==> config.mk <==
export PLATFORM = sky130hd
export DESIGN_NAME = lru_key_value_cache
export DESIGN_NICKNAME = d
export VERILOG_FILES = /design/src/rtl/core/lkv_pkg.sv /design/src/rtl/core/lkv_store.sv /design/src/rtl/core/lru_key_value_cache.sv
export SDC_FILE = /design/constraint.sdc
export NUM_CORES = 2
export LEC_CHECK = 0
export ABC_CLOCK_PERIOD_IN_PS = 7600
export BUFFER_PORTS_ARGS = -buffer_cell sky130_fd_sc_hd__buf_2
export CAP_MARGIN = 30
export CELL_PAD_IN_SITES_DETAIL_PLACEMENT = 2
export CELL_PAD_IN_SITES_GLOBAL_PLACEMENT = 2
export CORE_MARGIN = 2
export CORE_UTILIZATION = 35
export DETAILED_ROUTE_END_ITERATION = 8
export PLACE_DENSITY = 0.73
export RECOVER_POWER = 25
export SLEW_MARGIN = 40
export SYNTH_ARGS = -nofsm -noshare
export SYNTH_HDL_FRONTEND = slang
export SYNTH_SLANG_ARGS = --single-unit
==> constraint.sdc <==
create_clock -name clock -period 7.6 [get_ports clock]
set_input_delay 0.38 -clock clock [delete_from_list [all_inputs] [get_ports clock]]
set_output_delay 0.38 -clock clock [all_outputs]
set_load 0.05 [all_outputs]
==> src/rtl/core/lkv_pkg.sv <==
// ----------------------------------------------------------------------------
// lkv_pkg
// Shared types and constants for the LRU key-value cache: command codes,
// field widths, reset and miss values, and the request bundle.
// ----------------------------------------------------------------------------
`default_nettype none

package lkv_pkg;

   // Default number of entry slots.
   localparam int ENTRIES_DEF = 16;

   // Field widths.
   localparam int DATA_W = 32;
   localparam int CAP_W  = 5;

   // Capacity register value after reset.
   localparam logic [CAP_W-1:0] CAP_RESET = 5'd16;

   // Value returned by a get that misses.
   localparam logic [DATA_W-1:0] MISS_VALUE = 32'hFFFF_FFFF;

   // Operation codes.
   typedef enum logic {
      CMD_GET = 1'b0,
      CMD_PUT = 1'b1
   } cmd_type;

   // One request as it travels from the input register to the store.
   typedef struct packed {
      cmd_type           cmd;
      logic [DATA_W-1:0] key;
      logic [DATA_W-1:0] data;
   } req_type;

endpackage

`default_nettype wire

==> src/rtl/core/lkv_store.sv <==
// ----------------------------------------------------------------------------
// lkv_store
// Entry array of the cache: parallel key match, recency ages, victim and
// free-slot selection, and the state update for one request per cycle.
// ----------------------------------------------------------------------------
`default_nettype none

module lkv_store
   import lkv_pkg::*;
#(
   parameter int ENTRIES = ENTRIES_DEF
) (
   input  wire logic              clock,
   input  wire logic              reset,
   input  wire logic              op_valid,
   input  wire req_type           op,
   input  wire logic [CAP_W-1:0]  capacity,
   output logic                   rsp_hit,
   output logic [DATA_W-1:0]      rsp_data
);

   localparam int AGE_W = (ENTRIES > 1) ? $clog2(ENTRIES) : 1;
   localparam int CNT_W = $clog2(ENTRIES + 1);
   localparam int CMP_W = (CNT_W > CAP_W) ? CNT_W : CAP_W;

   // Entry state. Keys, values and ages hold meaning only where valid.
   logic [DATA_W-1:0] key_ff   [ENTRIES];
   logic [DATA_W-1:0] value_ff [ENTRIES];
   logic [AGE_W-1:0]  age_ff   [ENTRIES];
   logic [ENTRIES-1:0] valid_ff;
   logic [CNT_W-1:0]   count_ff;

   logic [ENTRIES-1:0] match;
   logic [ENTRIES-1:0] victim;
   logic [ENTRIES-1:0] free_sel;
   logic [ENTRIES-1:0] sel;
   logic               hit;
   logic [DATA_W-1:0]  hit_value;
   logic [AGE_W-1:0]   hit_age;
   logic [AGE_W-1:0]   oldest_age;
   logic [CMP_W-1:0]   cap_ext;
   logic [CMP_W-1:0]   eff_cap;
   logic               full;
   logic               is_put;
   logic               touch;
   logic               bump_all;
   logic               write_key;
   logic               write_value;
   logic               insert;

   // Parallel key compare and one-hot readout of the matching entry.
   always_comb begin
      hit_value = '0;
      hit_age   = '0;
      for (int i = 0; i < ENTRIES; i++) begin
         match[i] = valid_ff[i] && (key_ff[i] == op.key);
         if (match[i]) begin
            hit_value = hit_value | value_ff[i];
            hit_age   = hit_age | age_ff[i];
         end
      end
      hit = |match;
   end

   // The least recent entry carries age count-1, since valid ages form a
   // permutation of 0..count-1. The lowest free slot takes a new key.
   assign oldest_age = AGE_W'(count_ff - CNT_W'(1));

   always_comb begin
      logic seen;
      seen = 1'b0;
      for (int i = 0; i < ENTRIES; i++) begin
         victim[i]   = valid_ff[i] && (age_ff[i] == oldest_age);
         free_sel[i] = !valid_ff[i] && !seen;
         seen        = seen || !valid_ff[i];
      end
   end

   // Effective capacity: zero counts as one, large values saturate.
   always_comb begin
      cap_ext = CMP_W'(capacity);
      if (cap_ext == '0) begin
         eff_cap = CMP_W'(1);
      end else if (cap_ext > CMP_W'(ENTRIES)) begin
         eff_cap = CMP_W'(ENTRIES);
      end else begin
         eff_cap = cap_ext;
      end
      full = CMP_W'(count_ff) >= eff_cap;
   end

   // Decide which slot is touched and how the others age.
   always_comb begin
      is_put      = (op.cmd == CMD_PUT);
      touch       = 1'b0;
      sel         = '0;
      bump_all    = 1'b0;
      write_key   = 1'b0;
      write_value = 1'b0;
      insert      = 1'b0;
      if (op_valid) begin
         if (hit) begin
            touch       = 1'b1;
            sel         = match;
            write_value = is_put;
         end else if (is_put) begin
            touch       = 1'b1;
            bump_all    = 1'b1;
            write_key   = 1'b1;
            write_value = 1'b1;
            if (full) begin
               sel = victim;
            end else begin
               sel    = free_sel;
               insert = 1'b1;
            end
         end
      end
   end

   // Result of this request.
   assign rsp_hit  = hit;
   assign rsp_data = is_put ? op.data : (hit ? hit_value : MISS_VALUE);

   // Key, value and age update.
   always_ff @(posedge clock) begin
      if (touch) begin
         for (int i = 0; i < ENTRIES; i++) begin
            if (sel[i]) begin
               age_ff[i] <= '0;
               if (write_key) begin
                  key_ff[i] <= op.key;
               end
               if (write_value) begin
                  value_ff[i] <= op.data;
               end
            end else if (valid_ff[i] && (bump_all || (age_ff[i] < hit_age))) begin
               age_ff[i] <= age_ff[i] + AGE_W'(1);
            end
         end
      end
   end

   // Valid marks and entry count.
   always_ff @(posedge clock) begin
      if (reset) begin
         valid_ff <= '0;
         count_ff <= '0;
      end else if (insert) begin
         valid_ff <= valid_ff | sel;
         count_ff <= count_ff + CNT_W'(1);
      end
   end

endmodule

`default_nettype wire

==> src/rtl/core/lru_key_value_cache.sv <==
// ----------------------------------------------------------------------------
// lru_key_value_cache
// Fully associative key-value cache with least-recently-used replacement.
// ----------------------------------------------------------------------------
//
//   Channel   Direction  Ports                                Moves
//   req       in         req_valid/ready, cmd, key, data_in   one get or put request
//   rsp       out        rsp_valid/ready, hit, data_out       one response per request
//   csr       in         csr_write_en, csr_write_data         capacity register
//
// A request is taken into an input register; the store then matches all keys in
// parallel, updates the ages, and loads the response register. One request per
// cycle is sustained while the response side is not held off.
// The response register frees the input side; the pipe stalls only when the
// response waits and the input register is full. Reset clears the valid
// marks, the entry count and the capacity (to 16).
// ----------------------------------------------------------------------------
`default_nettype none

module lru_key_value_cache
   import lkv_pkg::*;
#(
   parameter int ENTRIES = ENTRIES_DEF
) (
   input  wire logic                     clock,
   input  wire logic                     reset,
   input  wire logic                     req_valid,
   output logic                          req_ready,
   input  wire logic                     req_cmd,
   input  wire logic signed [DATA_W-1:0] req_key,
   input  wire logic signed [DATA_W-1:0] req_data_in,
   output logic                          rsp_valid,
   input  wire logic                     rsp_ready,
   output logic                          rsp_hit,
   output logic signed [DATA_W-1:0]      rsp_data_out,
   input  wire logic                     csr_write_en,
   input  wire logic [CAP_W-1:0]         csr_write_data
);

   logic [CAP_W-1:0]  cap_ff;
   logic              s1_valid_ff;
   logic              s1_valid_in;
   req_type           s1_op_ff;
   logic              rsp_valid_ff;
   logic              rsp_valid_in;
   logic              rsp_hit_ff;
   logic [DATA_W-1:0] rsp_data_ff;
   logic              advance;
   logic              store_hit;
   logic [DATA_W-1:0] store_data;

   // Capacity register.
   always_ff @(posedge clock) begin
      if (reset) begin
         cap_ff <= CAP_RESET;
      end else if (csr_write_en) begin
         cap_ff <= csr_write_data;
      end
   end

   // The held request moves on when the response register is free or drains.
   assign advance   = s1_valid_ff && (!rsp_valid_ff || rsp_ready);
   assign req_ready = !s1_valid_ff || advance;

   assign s1_valid_in  = req_valid || (s1_valid_ff && !advance);
   assign rsp_valid_in = advance || (rsp_valid_ff && !rsp_ready);

   // Input register.
   always_ff @(posedge clock) begin
      if (reset) begin
         s1_valid_ff <= 1'b0;
      end else if (req_ready) begin
         s1_valid_ff <= s1_valid_in;
      end
   end

   always_ff @(posedge clock) begin
      if (req_valid && req_ready) begin
         s1_op_ff.cmd  <= cmd_type'(req_cmd);
         s1_op_ff.key  <= $unsigned(req_key);
         s1_op_ff.data <= $unsigned(req_data_in);
      end
   end

   // Entry array and lookup.
   lkv_store #(
      .ENTRIES (ENTRIES)
   ) u_store (
      .clock    (clock),
      .reset    (reset),
      .op_valid (advance),
      .op       (s1_op_ff),
      .capacity (cap_ff),
      .rsp_hit  (store_hit),
      .rsp_data (store_data)
   );

   // Response register.
   always_ff @(posedge clock) begin
      if (reset) begin
         rsp_valid_ff <= 1'b0;
      end else begin
         rsp_valid_ff <= rsp_valid_in;
      end
   end

   always_ff @(posedge clock) begin
      if (advance) begin
         rsp_hit_ff  <= store_hit;
         rsp_data_ff <= store_data;
      end
   end

   assign rsp_valid    = rsp_valid_ff;
   assign rsp_hit      = rsp_hit_ff;
   assign rsp_data_out = $signed(rsp_data_ff);

endmodule

`default_nettype wire

==> flow_summary.toml <==
[sta]
slew_headroom_pct = -24.3
hold_viol = 0
period_minus_slack_ps = 6930
worstMarginPinSlew_ps = 1860
fmax_mhz = 144
period_share_pct = 91.1
drv_slew = 23
hold_ws_ps = 183
fin_tns_setup_ps = 0
grt_setup_unrepaired = "false"
finClkSkew_ps = 55.6
setup_viol = 0

[worst_setup_path]
crit_required_ps = 7990
crit_buf_inv = 3
cp_top_family = "buffers and inverters"
crit_arrival_ps = 7310
cp-end-kind = "flip-flop"
startpoint_type = "flip-flop"
max_stage_delay_ps = 1370
crit_type = "reg -> reg"
cpMostUsedCell = "buf_4"
path_cells = "clkbuf_1 > xnor2_1 > nand4_1 > nor4_1 > and3_2 > buf_4 > a22o_1 > a221oi_1 > nand3_1 > nor2_1 > buf_4 > ha_1 > a211o_1 > nor3_1 > o21ai_0 > a21oi_1"
cp_slowest_cell = "clkbuf_1"
cp_max_fo = 36

[power_and_ir_drop]
vdd_drop_max_mv = 0.200
sw_frac_of_total_pct = 23.1
clkPwrFrac_pct = 45.4
pwr-share-comb_pct = 4.5
seq_power_share_pct = 50.1
power.switching_mw = 3.46
powerDensity_nw_per_um2 = 244
p_leak_nw = 18.9
intPower_mw = 11.5

[floorplanning]
die_h_um = 391
design.die.area_um2 = 153000
num_rows = 142
die_w_um = 391
ios = 110
start_util_pct = 35.1
core_area_um2 = 149000

[final_layout]
seqCellArea_um2 = 36200
fin_util_pct = 40.9
nFillCells = 14567
area_growth_pct = 16.5
fin_cells = 5951
final_common_cell = "edfxtp_1"
multi_input_area_um2 = 15200
mostFrequentLayoutCells = "edfxtp_1, xnor2_1, nand4_1, a22oi_1, clkbuf_16"
nets = 3969
layout-drive-gt1-share_pct = 11.9

[global_routing]
grt.total_usage_pct = 26.5
grt_pass1_vias = 38746
gr-total-overflow = 0
grt_pass1_wl_mm = 291
antenna_found_initial = 9
grt_max_degree = 55

[drt]
wl_per_cell_um = 34.5
drc = 0
drt_iter0_drc = 3940
postRouteWirelength_mm = 205
wl_met3_mm = 15.0
wl_met1_mm = 80.7
vias = 35669
dr_wl_met2_mm = 99.7
first_pass_iters = 6
antenna_violating_nets_post_route = 0
highest_layer = "met5"
viasPerCell = 5.99

[clock_tree]
clk_latency_ps = 800
path_clk_slew_ps = 60
numCtsBuffers = 137
clock-sinks = 1214
tritoncts = "yes"
clockBufferDepth = 3
post-cts-setup-buffers = 0
cts_htree_levels = 4
cts_root_buf = "clkbuf_16"

[synth]
synth_cells = 3535
synth.distinct_cells = 69
synth_fp_nets = 3681
synth-seq-cells = 1214
async_reset_ff_share_pct = 0
syn_area_per_cell_um2 = 14.9
synth_area_um2 = 52500
yosys_warnings = 0
synth_edf_count = 1186
ys.flop_type = "edfxtp_1"
synth-seq-area-share_pct = 68.9

[placement]
io_buffers = 109
dp.cells = 5613
dp_hpwl_mm = 126
place_congestion = 0.870

[run_status]
violations = "capacitance limit, slew limit"
outcome = "complete, but fails checks"

[worst_hold_path]
hp-class = "in -> reg"

[job]
maxCapViolations = 1
[metal layers]
metal  up-vias  track usage (%)
li1      14393                -
met2      1757             44.4
met3       516             4.71
met5         -                0
met1     19001             33.2
met4         2             12.5
[flip-flops by register name, summed over array words and instances (netlist names)]
signal,count
rsp_data_out,32
u_store.key_ff,512
s1_valid_ff,1
s1_op_ff,65
u_store.valid_ff,16
cap_ff,5
rsp_hit,1
u_store.age_ff,64
u_store.value_ff,512
u_store.count_ff,5
rsp_valid,1
[synthesized netlist by cell type (14+ instances only)]
cell type / n / area, um^2
nand2_1: 69 / 259
nand3_1: 114 / 571
buf_4: 30 / 225
xor2_1: 74 / 648
a22oi_1: 208 / 1560
or4_1: 16 / 120
clkbuf_1: 57 / 214
buf_2: 20 / 100
inv_1: 83 / 312
mux2i_1: 14 / 140
o22ai_1: 21 / 131
and3_1: 17 / 106
a21oi_1: 50 / 250
nor4_1: 90 / 563
o21a_1: 30 / 225
and2_1: 14 / 87.6
a221oi_1: 36 / 315
buf_6: 28 / 315
edfxtp_1: 1186 / 35600
dfxtp_1: 28 / 561
nand4_1: 269 / 1680
o21ai_0: 17 / 85.1
buf_1: 29 / 109
nand2b_1: 75 / 469
o2111ai_1: 21 / 184
xnor2_1: 512 / 4480
a22o_1: 37 / 324
ha_1: 71 / 888
nor3_1: 97 / 485
nor2_1: 101 / 379
[repair_timing]
action	4_1_cts	5_1_grt
hold buffers	78	0
hold endpoints to repair	72	0
setup endpoints to repair	0	0
gates resized for setup	0	0
[per-stage QoR]
stage / area (um^2) / setup slack, ps / total power [mW]
after floorplan: 52500 / 1700 / 7.95
after global placement: 55700 / 1750 / 8.20
after detailed placement: 55800 / 1470 / 8.25
after CTS: 61100 / 1180 / 15.0
after global routing: 61100 / 542 / 15.3
final: 61100 / 674 / 14.9
[logic make-up after synthesis]
group	after synthesis	share of synthesized area, %
buffers and inverters	254	2.55
multiplexers	15	0.288
adder cells (fa/ha/maj)	71	1.69
AND/OR/NAND/NOR	904	9.72
AO/OA/AOI/OAI	491	7.07
XOR/XNOR	586	9.78
flip-flops	1214	68.9
[area by class of cell]
type	count	share of cell area, %
antenna	3	0.0123
timing repair buffer	317	3.92
clock inverter	74	1.26
clock buffer	174	6.07
multi-input combinational	2067	24.9
tap	2016	4.13
inverter	86	0.528
sequential	1214	59.2
[worst paths after layout]
check / start / end / slack [ps] / cells after the start
setup / recovery: s1_op_ff[60] / u_store.age_ff[1][21] / 670 / 16
hold / removal: reset / cap_ff[3] / 180 / 2
setup reg to reg: s1_op_ff[60] / u_store.age_ff[1][21] / 670 / 16
hold reg to reg: u_store.count_ff[4] / u_store.count_ff[4] / 490 / 2
[power groups by stage]
stage / Clock (mW) / Sequential [mW] / Combinational, mW
floorplan: 0 / 7.61 / 0.346
global placement: 0 / 7.62 / 0.585
detailed placement: 0 / 7.63 / 0.617
CTS: 6.88 / 7.49 / 0.660
global route: 7.07 / 7.49 / 0.700
finish: 6.79 / 7.48 / 0.669
Note: power is estimated with default switching activity, not from simulation.
